**config.mk**
```make
export PLATFORM = sky130hd
export DESIGN_NAME = latency_histogram_binner
export DESIGN_NICKNAME = d
export VERILOG_FILES = /design/src/design/lhb_pkg.sv /design/src/design/lhb_ram.sv /design/src/design/latency_histogram_binner.sv
export VERILOG_INCLUDE_DIRS = /design/src /design/src/design
export SDC_FILE = /design/constraint.sdc
export NUM_CORES = 2
export LEC_CHECK = 0
export BUFFER_PORTS_ARGS = -buffer_cell sky130_fd_sc_hd__buf_2
export CORE_UTILIZATION = 40
export DETAILED_ROUTE_END_ITERATION = 16
export SLEW_MARGIN = 30
export SYNTH_ARGS = -nofsm -noshare
export SYNTH_HDL_FRONTEND = slang
export SYNTH_SLANG_ARGS = --single-unit
```
**constraint.sdc**
```tcl
create_clock -name clk -period 6.07 [get_ports clk]
set_input_delay 0.3035 -clock clk [delete_from_list [all_inputs] [get_ports clk]]
set_output_delay 0.3035 -clock clk [all_outputs]
set_load 0.01 [all_outputs]
```
**src/design/latency_histogram_binner_assert.svh**
```systemverilog
// Assertion macros shared by the histogram binner RTL.
// No dependencies; included by design files that check their own logic.
`ifndef LATENCY_HISTOGRAM_BINNER_ASSERT_SVH
`define LATENCY_HISTOGRAM_BINNER_ASSERT_SVH

// Same-cycle implication, disabled while reset is asserted.
`define LHB_ASSERT_NOW(label, clk_s, rst_n_s, ante, cons, msg) \
	label: assert property (@(posedge clk_s) disable iff (!rst_n_s) (ante) |-> (cons)) \
		else $error(msg);

// Next-cycle implication, disabled while reset is asserted.
`define LHB_ASSERT_NEXT(label, clk_s, rst_n_s, ante, cons, msg) \
	label: assert property (@(posedge clk_s) disable iff (!rst_n_s) (ante) |=> (cons)) \
		else $error(msg);

`endif

```
**src/design/lhb_pkg.sv**
```systemverilog
// Types, codes and constants of the latency histogram binner.
// No dependencies; used by the top level by scoped names.
`default_nettype none

package lhb_pkg;

	typedef enum logic [1:0] {
		OP_ADD   = 2'd0,
		OP_CLEAR = 2'd1,
		OP_READ  = 2'd2,
		OP_NONE  = 2'd3
	} op_t;

	typedef enum logic [2:0] {
		S_IDLE,
		S_RUN,
		S_PICK,
		S_FETCH,
		S_DONE
	} state_t;

	localparam int TS_W       = 63;
	localparam int SR_W       = 64;
	localparam int DIG_W      = 4;
	localparam int CNT_W      = 32;
	localparam int CFG_W      = 16;
	localparam int BINS_W     = 5;
	localparam int DIV_W      = 36;
	localparam int NSM_W      = 20;
	localparam int DCNT_W     = 4;

	localparam logic [DCNT_W-1:0] DIG_LAST      = 4'd15;
	localparam logic [NSM_W-1:0]  NS_PER_MS     = 20'd1000000;
	localparam logic [CNT_W-1:0]  CNT_MAX       = 32'hFFFF_FFFF;
	localparam logic [CFG_W-1:0]  BIN_SIZE_RST  = 16'd10;
	localparam logic [BINS_W-1:0] BINS_RST      = 5'd16;

	localparam logic REG_BIN_SIZE    = 1'b0;
	localparam logic REG_BINS_IN_USE = 1'b1;

	function automatic logic [CNT_W-1:0] sat_inc(input logic [CNT_W-1:0] v);
		return (v == CNT_MAX) ? v : v + 32'd1;
	endfunction

endpackage

`default_nettype wire

```
**src/design/lhb_ram.sv**
```systemverilog
// Generic single-write, single-read RAM with registered read data.
// No dependencies; holds the bin counters of the histogram binner.
`default_nettype none

module lhb_ram #(
	parameter int WIDTH = 32,
	parameter int DEPTH = 16
) (
	input  wire                                  clk,
	input  wire                                  we,
	input  wire  [(DEPTH > 1 ? $clog2(DEPTH) : 1)-1:0] waddr,
	input  wire  [WIDTH-1:0]                     wdata,
	input  wire                                  re,
	input  wire  [(DEPTH > 1 ? $clog2(DEPTH) : 1)-1:0] raddr,
	output logic [WIDTH-1:0]                     rdata
);

	logic [WIDTH-1:0] mem_q [DEPTH];

	always_ff @(posedge clk) begin
		if (we) begin
			mem_q[waddr] <= wdata;
		end
		if (re) begin
			rdata <= mem_q[raddr];
		end
	end

endmodule

`default_nettype wire

```
**src/design/latency_histogram_binner.sv**
```systemverilog
// Latency histogram binner: nibble-serial duration binning and bin counters.
// Depends on lhb_pkg, lhb_ram and latency_histogram_binner_assert.svh.
//
// Usage:
//   Issue a command by raising start with operation and its operands; it is
//   taken at a clock edge where start is high and busy is low. Operation add
//   bins end_ns - start_ns by bin_size_ms milliseconds, clear zeroes all
//   counters, read returns the count of bin read_index.
//   Each command gives one result: done is high for one cycle with
//   bin_selected, bin_value and sample_total valid in that cycle. The
//   receiver cannot hold a result off; it must take it on that cycle.
//   An add passes through the run, pick, fetch and done states; every other
//   command goes straight to fetch and done. The run state subtracts the
//   duration and compares it against all bin bounds one 4-bit digit a
//   cycle, 16 digits for the 63-bit timestamps. busy drops in the cycle
//   done is high, so a new command may be issued then; no new command is
//   taken while an earlier one is in progress. Configuration (cfg_write,
//   cfg_index, cfg_data) is to be written while idle; the block itself
//   does not enforce this. Reset clears all counters and loads bin width
//   10 ms and 16 bins; the block is ready in the first cycle after reset.
`default_nettype none

module latency_histogram_binner #(
	parameter int NUM_BINS = 16
) (
	input  wire                             clk,
	input  wire                             arst_n,
	input  wire                             start,
	output logic                            busy,
	input  wire  [1:0]                      operation,
	input  wire  [lhb_pkg::TS_W-1:0]        start_ns,
	input  wire  [lhb_pkg::TS_W-1:0]        end_ns,
	input  wire  [3:0]                      read_index,
	input  wire                             cfg_write,
	input  wire                             cfg_index,
	input  wire  [lhb_pkg::CFG_W-1:0]       cfg_data,
	output logic                            done,
	output logic [3:0]                      bin_selected,
	output logic [lhb_pkg::CNT_W-1:0]       bin_value,
	output logic [lhb_pkg::CNT_W-1:0]       sample_total
);

`include "latency_histogram_binner_assert.svh"

	localparam int BIN_W = (NUM_BINS > 1) ? $clog2(NUM_BINS) : 1;
	localparam int LANES = (NUM_BINS > 1) ? NUM_BINS - 1 : 1;
	localparam int KW    = $clog2(LANES + 1);
	localparam int PW    = lhb_pkg::DIG_W + KW;

	lhb_pkg::state_t state_q, state_d;

	logic [lhb_pkg::CFG_W-1:0]  bin_size_q;
	logic [lhb_pkg::BINS_W-1:0] bins_q;

	lhb_pkg::op_t               op_q;
	logic [3:0]                 read_index_q;
	logic                       rd_ok_q;
	logic [BIN_W-1:0]           sel_q;

	logic [lhb_pkg::SR_W-1:0]   end_sr_q;
	logic [lhb_pkg::SR_W-1:0]   start_sr_q;
	logic [lhb_pkg::DIV_W-1:0]  div_sr_q;
	logic [lhb_pkg::DCNT_W-1:0] dig_q;
	logic                       borrow_q;
	logic [KW-1:0]              lane_carry_q [LANES];
	logic [LANES-1:0]           lane_ge_q;

	logic [NUM_BINS-1:0]        valid_q;
	logic [lhb_pkg::CNT_W-1:0]  total_q;

	logic                       done_q;
	logic [3:0]                 bin_selected_q;
	logic [lhb_pkg::CNT_W-1:0]  bin_value_q;
	logic [lhb_pkg::CNT_W-1:0]  sample_total_q;

	logic                       accept;
	logic                       ram_we;
	logic                       ram_re;
	logic [lhb_pkg::CNT_W-1:0]  ram_rdata;
	logic [lhb_pkg::CNT_W-1:0]  cur_cnt;
	logic [lhb_pkg::CNT_W-1:0]  new_cnt;
	logic [lhb_pkg::CNT_W-1:0]  new_total;
	logic [lhb_pkg::CFG_W-1:0]  width_eff;
	logic [BIN_W-1:0]           last_bin;
	logic [4:0]                 diff;
	logic [PW-1:0]              lane_prod [LANES];
	logic [LANES-1:0]           lane_ge_d;
	logic [BIN_W-1:0]           pick_idx;

	// Configuration registers
	always_ff @(posedge clk or negedge arst_n) begin
		if (!arst_n) begin
			bin_size_q <= lhb_pkg::BIN_SIZE_RST;
			bins_q     <= lhb_pkg::BINS_RST;
		end else if (cfg_write) begin
			case (cfg_index)
				lhb_pkg::REG_BIN_SIZE:    bin_size_q <= cfg_data;
				lhb_pkg::REG_BINS_IN_USE: bins_q     <= cfg_data[lhb_pkg::BINS_W-1:0];
				default:                  bin_size_q <= bin_size_q;
			endcase
		end
	end

	always_comb begin
		width_eff = (bin_size_q == '0) ? lhb_pkg::CFG_W'(1) : bin_size_q;
		if (bins_q == '0) begin
			last_bin = '0;
		end else if (9'(bins_q) >= 9'(NUM_BINS)) begin
			last_bin = BIN_W'(NUM_BINS - 1);
		end else begin
			last_bin = BIN_W'(bins_q - 5'd1);
		end
	end

	// Control
	always_ff @(posedge clk or negedge arst_n) begin
		if (!arst_n) begin
			state_q <= lhb_pkg::S_IDLE;
		end else begin
			state_q <= state_d;
		end
	end

	always_comb begin
		state_d = state_q;
		busy    = (state_q != lhb_pkg::S_IDLE);
		accept  = start && !busy;
		ram_re  = (state_q == lhb_pkg::S_FETCH);
		ram_we  = (state_q == lhb_pkg::S_DONE) && (op_q == lhb_pkg::OP_ADD);
		case (state_q)
			lhb_pkg::S_IDLE: begin
				if (start) begin
					state_d = (lhb_pkg::op_t'(operation) == lhb_pkg::OP_ADD) ?
						lhb_pkg::S_RUN : lhb_pkg::S_FETCH;
				end
			end
			lhb_pkg::S_RUN: begin
				if (dig_q == lhb_pkg::DIG_LAST) begin
					state_d = lhb_pkg::S_PICK;
				end
			end
			lhb_pkg::S_PICK:  state_d = lhb_pkg::S_FETCH;
			lhb_pkg::S_FETCH: state_d = lhb_pkg::S_DONE;
			lhb_pkg::S_DONE:  state_d = lhb_pkg::S_IDLE;
			default:          state_d = lhb_pkg::S_IDLE;
		endcase
	end

	// Digit-serial subtract and compare against every bin bound k * width * 1e6
	always_comb begin
		diff = {1'b0, end_sr_q[lhb_pkg::DIG_W-1:0]} - {1'b0, start_sr_q[lhb_pkg::DIG_W-1:0]}
			- {4'b0, borrow_q};
		for (int i = 0; i < LANES; i++) begin
			lane_prod[i] = PW'(div_sr_q[lhb_pkg::DIG_W-1:0]) * PW'(i + 1)
				+ PW'(lane_carry_q[i]);
			if (diff[3:0] > lane_prod[i][lhb_pkg::DIG_W-1:0]) begin
				lane_ge_d[i] = 1'b1;
			end else if (diff[3:0] < lane_prod[i][lhb_pkg::DIG_W-1:0]) begin
				lane_ge_d[i] = 1'b0;
			end else begin
				lane_ge_d[i] = lane_ge_q[i];
			end
		end
	end

	// Highest bound passed, clamped to the last bin in use; bin 0 if the duration is negative
	always_comb begin
		logic [LANES-1:0] ge_m;
		logic             nxt;
		pick_idx = '0;
		nxt      = 1'b0;
		for (int i = 0; i < LANES; i++) begin
			ge_m[i] = lane_ge_q[i] && ((BIN_W + 1)'(i + 1) <= {1'b0, last_bin});
		end
		for (int i = 0; i < LANES; i++) begin
			nxt = (i + 1 < LANES) ? ge_m[(i + 1) % LANES] : 1'b0;
			if (ge_m[i] && !nxt) begin
				pick_idx = pick_idx | BIN_W'(i + 1);
			end
		end
		if (borrow_q) begin
			pick_idx = '0;
		end
	end

	always_ff @(posedge clk) begin
		if (accept) begin
			op_q         <= lhb_pkg::op_t'(operation);
			read_index_q <= read_index;
			rd_ok_q      <= (9'(read_index) < 9'(NUM_BINS));
			sel_q        <= (lhb_pkg::op_t'(operation) == lhb_pkg::OP_READ) ?
				BIN_W'(read_index) : '0;
			end_sr_q     <= {1'b0, end_ns};
			start_sr_q   <= {1'b0, start_ns};
			div_sr_q     <= lhb_pkg::DIV_W'(width_eff) * lhb_pkg::DIV_W'(lhb_pkg::NS_PER_MS);
			dig_q        <= '0;
			borrow_q     <= 1'b0;
			lane_ge_q    <= '1;
			for (int i = 0; i < LANES; i++) begin
				lane_carry_q[i] <= '0;
			end
		end else if (state_q == lhb_pkg::S_RUN) begin
			end_sr_q   <= end_sr_q >> lhb_pkg::DIG_W;
			start_sr_q <= start_sr_q >> lhb_pkg::DIG_W;
			div_sr_q   <= div_sr_q >> lhb_pkg::DIG_W;
			dig_q      <= dig_q + 4'd1;
			borrow_q   <= diff[4];
			lane_ge_q  <= lane_ge_d;
			for (int i = 0; i < LANES; i++) begin
				lane_carry_q[i] <= lane_prod[i][PW-1:lhb_pkg::DIG_W];
			end
		end else if (state_q == lhb_pkg::S_PICK) begin
			sel_q <= pick_idx;
		end
	end

	// Bin counters
	lhb_ram #(
		.WIDTH(lhb_pkg::CNT_W),
		.DEPTH(NUM_BINS)
	) u_bins (
		.clk  (clk),
		.we   (ram_we),
		.waddr(sel_q),
		.wdata(new_cnt),
		.re   (ram_re),
		.raddr(sel_q),
		.rdata(ram_rdata)
	);

	always_comb begin
		cur_cnt   = valid_q[sel_q] ? ram_rdata : '0;
		new_cnt   = lhb_pkg::sat_inc(cur_cnt);
		new_total = lhb_pkg::sat_inc(total_q);
	end

	always_ff @(posedge clk or negedge arst_n) begin
		if (!arst_n) begin
			valid_q <= '0;
			total_q <= '0;
			done_q  <= 1'b0;
		end else begin
			done_q <= (state_q == lhb_pkg::S_DONE);
			if (state_q == lhb_pkg::S_DONE) begin
				case (op_q)
					lhb_pkg::OP_ADD: begin
						valid_q[sel_q] <= 1'b1;
						total_q        <= new_total;
					end
					lhb_pkg::OP_CLEAR: begin
						valid_q <= '0;
						total_q <= '0;
					end
					default: total_q <= total_q;
				endcase
			end
		end
	end

	// Result register
	always_ff @(posedge clk) begin
		if (state_q == lhb_pkg::S_DONE) begin
			case (op_q)
				lhb_pkg::OP_ADD: begin
					bin_selected_q <= 4'(sel_q);
					bin_value_q    <= new_cnt;
					sample_total_q <= new_total;
				end
				lhb_pkg::OP_CLEAR: begin
					bin_selected_q <= '0;
					bin_value_q    <= '0;
					sample_total_q <= '0;
				end
				lhb_pkg::OP_READ: begin
					bin_selected_q <= read_index_q;
					bin_value_q    <= rd_ok_q ? cur_cnt : '0;
					sample_total_q <= total_q;
				end
				default: begin
					bin_selected_q <= '0;
					bin_value_q    <= cur_cnt;
					sample_total_q <= total_q;
				end
			endcase
		end
	end

	assign done         = done_q;
	assign bin_selected = bin_selected_q;
	assign bin_value    = bin_value_q;
	assign sample_total = sample_total_q;

	`LHB_ASSERT_NEXT(a_done_after_update, clk, arst_n, state_q == lhb_pkg::S_DONE, done, "done must follow the update cycle")
	`LHB_ASSERT_NOW(a_done_ready, clk, arst_n, done, !busy, "busy high while a result is shown")
	`LHB_ASSERT_NEXT(a_clear_zero, clk, arst_n, (state_q == lhb_pkg::S_DONE) && (op_q == lhb_pkg::OP_CLEAR), (sample_total == '0) && (bin_value == '0), "clear result not zero")
	`LHB_ASSERT_NEXT(a_add_counts, clk, arst_n, (state_q == lhb_pkg::S_DONE) && (op_q == lhb_pkg::OP_ADD), (sample_total != '0) && (bin_value != '0), "add left a zero count")

endmodule

`default_nettype wire

```
After elaboration in Yosys (flattened, before gate mapping) --
Memory sizes are Yosys's and may differ from the RTL's. A register that Yosys moved wholly into a read port is not among the register bits. Index checks and enable logic that the tools add are counted.
Word-level totals: input bits 153, output and inout bits 70, ROM bits 0, bits in latches 0, RAM bits 572, memories kept 2, bits in registers 333
Memory list:
- u_bins.mem_q | depth 16, width 32, rd ports 1, clocked after Yosys merged registers in 1, write ports 1, line lhb_ram.sv:18 | logic [WIDTH-1:0] mem_q [DEPTH];
- lane_carry_q | depth 15, width 4, rd ports 15, clocked after Yosys merged registers in 0, write ports 15, line latency_histogram_binner.sv:65 | logic [KW-1:0] lane_carry_q [LANES];
Operators by class: shift operators 0, magnitude comparators 48, equal/unequal tests 13, multiplexer cells 96, $mul 12, add/subtract/negate cells 21, reduce and logical (&&, ||, !) cells 91, divide/modulo/power cells 0, bitwise gates (word level) 17
Operators by type and width (number):
- two-way mux 63 bit | 4
- case mux 32 bit (2 select lines) | 2
- two-way mux 4 bit | 30
- two-way mux 32 bit | 3
- two-way mux 36 bit | 2
- adder 32 x 1 -> 32 bit, second input constant | 2
- equality test 32 bit, second input constant | 2
- > comparator 4 bit | 15
- < comparator 4 bit | 15
- adder 8 x 4 -> 8 bit | 7
- two-way mux 1 bit | 40
- AND reduction 2 bit | 20
- nonzero test 2 bit | 18
- adder 7 x 4 -> 8 bit | 4
- <= comparator 4 bit, first input constant | 8
- logical AND 1 bit | 32
- multiplier 4 x 4 -> 8 bit, second input constant | 4
- case mux 16 bit (2 select lines) | 1
- multiplier 16 x 14 -> 30 bit, second input constant | 1
- multiplier 4 x 3 -> 7 bit, second input constant | 4
- multiplier 4 x 2 -> 6 bit, second input constant | 3
- two-way mux 3 bit | 6
- <= comparator 3 x 4 -> 1 bit, first input constant | 4
- logical NOT 16 bit | 1
- other kinds (33) | 70

Longest topological paths before layout --
depth after elaboration 26, gate-level depth with buffers 25, mapped depth without buffers 25

Cells and area by module --
A second synthesis with hierarchy kept.
Second synthesis, totals: cell total of the unflattened synthesis 3484, area total of the unflattened synthesis 46052.9 µm²
Modules (own cells, without submodules):
- latency_histogram_binner | cells each 2646, instances 1, area an instance 25897.3 µm², sequential area each 10909.2 µm²
- lhb_ram | cells each 838, instances 1, area an instance 20155.6 µm², sequential area each 16335.7 µm²

Least setup slack after synthesis --
OpenSTA, ideal clock, no wires.
kind reg-to-reg, start register bin_size_q[10] in the netlist's numbering, end register div_sr_q[27] in the netlist's numbering, data pin, stages on the path, launching flop included 24, path slack -0.562 ns, setup time 0.257 ns, data arrival time 6.376 ns, path through dfrtp_1 > inv_1 > ha_1 > nor4b_1 > and4b_1 > nand4_1 > and2_1 > fa_1 > fa_1 > fa_1 > fa_1 > ha_1 > inv_1 > fa_1 > inv_1 > ha_1 > o21ai_0 > a21oi_1 > a21oi_1 > a21boi_0 > o21ai_0 > o21a_1 > or3_1 > a32o_1
On the way: cells in the longest elaborated chain, start to end 4
RTL lines:
- start: declaration | line latency_histogram_binner.sv:52 | logic [lhb_pkg::CFG_W-1:0] bin_size_q;
- start signal: assignment | line latency_histogram_binner.sv:93 | bin_size_q <= lhb_pkg::BIN_SIZE_RST;
- start signal: assignment | line latency_histogram_binner.sv:97 | lhb_pkg::REG_BIN_SIZE: bin_size_q <= cfg_data;
- start signal: assignment | line latency_histogram_binner.sv:99 | default: bin_size_q <= bin_size_q;
- logical NOT 16 bit | line latency_histogram_binner.sv:105 | width_eff = (bin_size_q == '0) ? lhb_pkg::CFG_W'(1) : bin_size_q;
- two-way mux 16 bit * | line latency_histogram_binner.sv:105
- multiplier 16 x 14 -> 30 bit * | line latency_histogram_binner.sv:195 | div_sr_q <= lhb_pkg::DIV_W'(width_eff) * lhb_pkg::DIV_W'(lhb_pkg::NS_PER_MS);
- two-way mux 36 bit * | line latency_histogram_binner.sv:187 | if (accept) begin
- end signal: assignment | line latency_histogram_binner.sv:195
- end signal: assignment | line latency_histogram_binner.sv:205 | div_sr_q <= div_sr_q >> lhb_pkg::DIG_W;
- end: declaration | line latency_histogram_binner.sv:62 | logic [lhb_pkg::DIV_W-1:0] div_sr_q;
Every way passes the cells marked *; elsewhere a longest branch is shown, timed or not. A chain may end at the register's enable or synchronous reset.

Final worst setup path --
start register bin_size_q[10] in the netlist's numbering, end register div_sr_q[34] in the netlist's numbering, data pin
The elaborated chain is that of the path after synthesis.

==> summary.md <==
| Metric | Value |
|---|---|
| Sw Ratio | `38.2%` |
| Area occupied by multi-input gates | `18,200 µm²` |
| RSZ-0062 raised after global routing | `yes` |
| P_int | `19,700 µW` |
| Violated checks | `setup timing` |
| Synth Instances | `3,402` |
| Critical path class | `flop to flop` |
| CTS root buf | `clkbuf_16` |
| First-pass GRT wire length | `169,000 µm` |
| Part of the power in registers | `29.7%` |
| Worst-Skew Late Latency | `720 ps` |
| Arrival @ worst endpoint | `6520 ps` |
| Routed vias/inst | `5.24` |
| Pin count of the biggest net entering global routing | `152` |
| Total power | `31,900 µW` |
| Dpl hpwl | `67,700 µm` |
| Clock power frac | `19.4%` |
| Mapped Area | `46,000 µm²` |
| Cell taking the most area after synthesis | `edfxtp_1` |
| Fill cell count | `10,000` |
| Max-Cap Viols | `0` |
| Final worst setup slack | `-45.3 ps` |
| Antenna violations before repair | `3` |
| Distinct cells, synth | `72` |
| Num ports | `223` |
| # setup viols final | `1` |
| Final period utilization | `101%` |
| Post-synthesis sequential area ratio | `59.2%` |
| Critical path data required time | `6480 ps` |
| Net Switching | `12,200 µW` |
| Syn nets | `3,918` |
| Router iterations before antenna repair | `5` |
| Average wire per standard cell | `20.2 µm` |
| PwrDens | `577 nW/µm²` |
| Final Max Tran Viols | `0` |
| Status | `finished, violations left` |
| TritonCTS Buffers | `101` |
| Drt initial violations | `2,460` |
| Critical path fanouts, max | `5` |
| DR vias | `28,700` |
| CTS clk-pin slew, worst paths | `60 ps` |
| Vias in the first global route | `28,900` |
| Worst setup SP type | `flop` |
| Synth top area cells | `edfxtp_1, mux4_2, ha_1` |
| Relative slew slack | `35.0%` |
| Most frequent cells in the layout | `edfxtp_1, nand2_1, ha_1` |
| Proportion of power drawn by combinational gates | `50.8%` |
| Critical path endpoint category | `flop` |
| Worst Hold Class | `primary input to asynchronous set/reset pin` |
| Die area | `116,000 µm²` |
| CTS tree | `done` |
| Most common cell after layout, fill and taps aside | `edfxtp_1` |
| Most used DFF post-synth | `edfxtp_1` |
| Row count | `124` |
| Total track usage | `18.9%` |
| VDD IR max | `580 µV` |
| Buffers on Ports | `222` |
| Setup Skew | `52.0 ps` |
| Layout area overhead | `19.9%` |
| Routability Congestion | `0.825` |
| Die width | `341 µm` |
| Worst slew pin tran | `972 ps` |
| Final Hold Slack | `124 ps` |
| Die Y | `341 µm` |
| Synth Area per Inst | `13.5 µm²` |
| Leakage power | `0.0210 µW` |
| Longest Clk Path Bufs | `3` |
| Asr flop ratio synth | `7.87%` |
| DRC | `0` |
| Synth Warn # | `0` |
| Core footprint | `114,000 µm²` |
| Max Clk Rate | `164 MHz` |
| Overall routed net length | `111,000 µm` |
| Share of post-route cells with drive strength above 1 | `20.4%` |
| N_diodes | `0` |
| Grt total ovfl | `0` |
| # H-tree levels | `3` |
| Initial core utilization | `40.3%` |
| Number of synthesized flops with an enable pin | `829` |
| Detail Route Antenna Nets | `0` |
| Synth Register Bits | `928` |
| Finished Core Util | `48.3%` |
| Period minus WS final | `6120 ps` |
| Hold Vio Cnt, Final | `0` |
| Sequential Area | `27,200 µm²` |
| Yosys top cell area share | `54.1%` |
| Nets@finish | `4,390` |
| Num Clock Sinks | `928` |
==> path summary, 6_finish.rpt <==
kind                                      from            to  slack (ps)  cells after the start
max in group asynchronous               arst_n   total_q[22]        4900                      3
worst max register to register  bin_size_q[10]  div_sr_q[34]         -50                     24
worst max-delay path            bin_size_q[10]  div_sr_q[34]         -50                     24
min in group clk                         start    state_q[1]         140                      4
worst min register to register     div_sr_q[5]   div_sr_q[1]         420                      2
worst min-delay path                    arst_n    total_q[1]         120                      3
==> critical path: stages (launching register included) <==
cell       delay [ps]
dfrtp_1           380
inv_2              90
ha_4              130
nor4b_4           160
and4b_1           230
nand4_1           120
buf_4             180
and2_4            150
fa_2              580
fa_2              440
fa_2              540
fa_2              450
ha_4              280
inv_2              30
fa_1              510
inv_2              50
ha_4              270
and2_4            140
o2111ai_4         110
nor3_4            190
o31ai_4           140
o221a_4           320
a21boi_4          160
o21a_1            140
nor3_2             50
==> power groups by stage <==
stage,registers (µW),logic (µW),clock network [µW]
floorplan,9550,10400,0
global route,9580,18300,6550
CTS,9480,15900,6320
finish,9480,16200,6180
detailed placement,9600,14800,0
global placement,9570,14700,0
==> cells by family after synthesis <==
kind of cell,after synthesis,share of synthesized area (%)
flops,928,59.2
buf+inv,352,2.88
compound gates,439,5.79
simple gates,990,9.57
mux,188,8.61
fa+ha+maj,363,11.2
xor+xnor,142,2.70
==> stage by stage <==
stage                     setup WS (ps)  std cells  setup TNS, ps  cell area (µm²)
final                             -45.3       5470          -45.3            55200
after global routing               -323       5470          -2320            55200
after CTS                         -33.4       5467          -33.4            54900
after detailed placement           -371       5127          -2570            49800
after global placement             -341       5125          -2300            49700
after floorplan                    -246       3402           -246            46000
==> synthesized netlist by cell type (25+ instances only) <==
cell        n
nand2_1   546
ha_1      279
mux4_2    165
nor2_1    166
a21o_1     42
and3_1     28
nor2b_1    26
nor3_1     27
o21ai_0   149
o21a_1     25
nand2b_1   34
edfxtp_1  829
nand4_1    32
dfxtp_1    26
nand3_1    50
fa_1       84
xnor2_1    79
xor2_1     63
inv_1     206
dfrtp_1    70
a21oi_1   110
clkbuf_1  123
==> flip-flops by register name (all words and copies together), names as in the netlist <==
register and flops:
u_bins.rdata 32, bins_q 5, div_sr_q 36, dig_q 4, read_index_q 4, bin_size_q 16, bin_value 32, start_sr_q 63
sel_q 4, u_bins.mem_q 512, borrow_q 1, total_q 32, bin_selected 4, valid_q 16, sample_total 32, lane_carry_q 51
end_sr_q 63, lane_ge_q 15, done 1, state_q 3, op_q 2
==> metal layers <==
layer,track usage (%),up-vias,share of wire [%]
met5,0,-,0
met4,5.65,0,2.3
met3,2.44,165,4.7
met2,30.7,657,48
met1,26.6,14400,45
li1,-,13400,-
==> final cells by class <==
cell class,instances,area share [%]
Clock buffer,120,4.71
Inverter,209,1.43
Timing Repair Buffer,512,6.84
Clock inverter,67,1.33
Tap cell,1512,3.43
Multi-Input combinational cell,2122,32.9
Sequential cell,928,49.4
==> timing repair <==
item	in CTS	in global routing
endpoints found under the hold margin	190	0
pin swaps	28	28
setup endpoints to repair	12	15
hold buffers	150	0
gates resized for setup	46	35
buffers inserted	4	1
No activity file was read; power rests on OpenSTA's default activity.
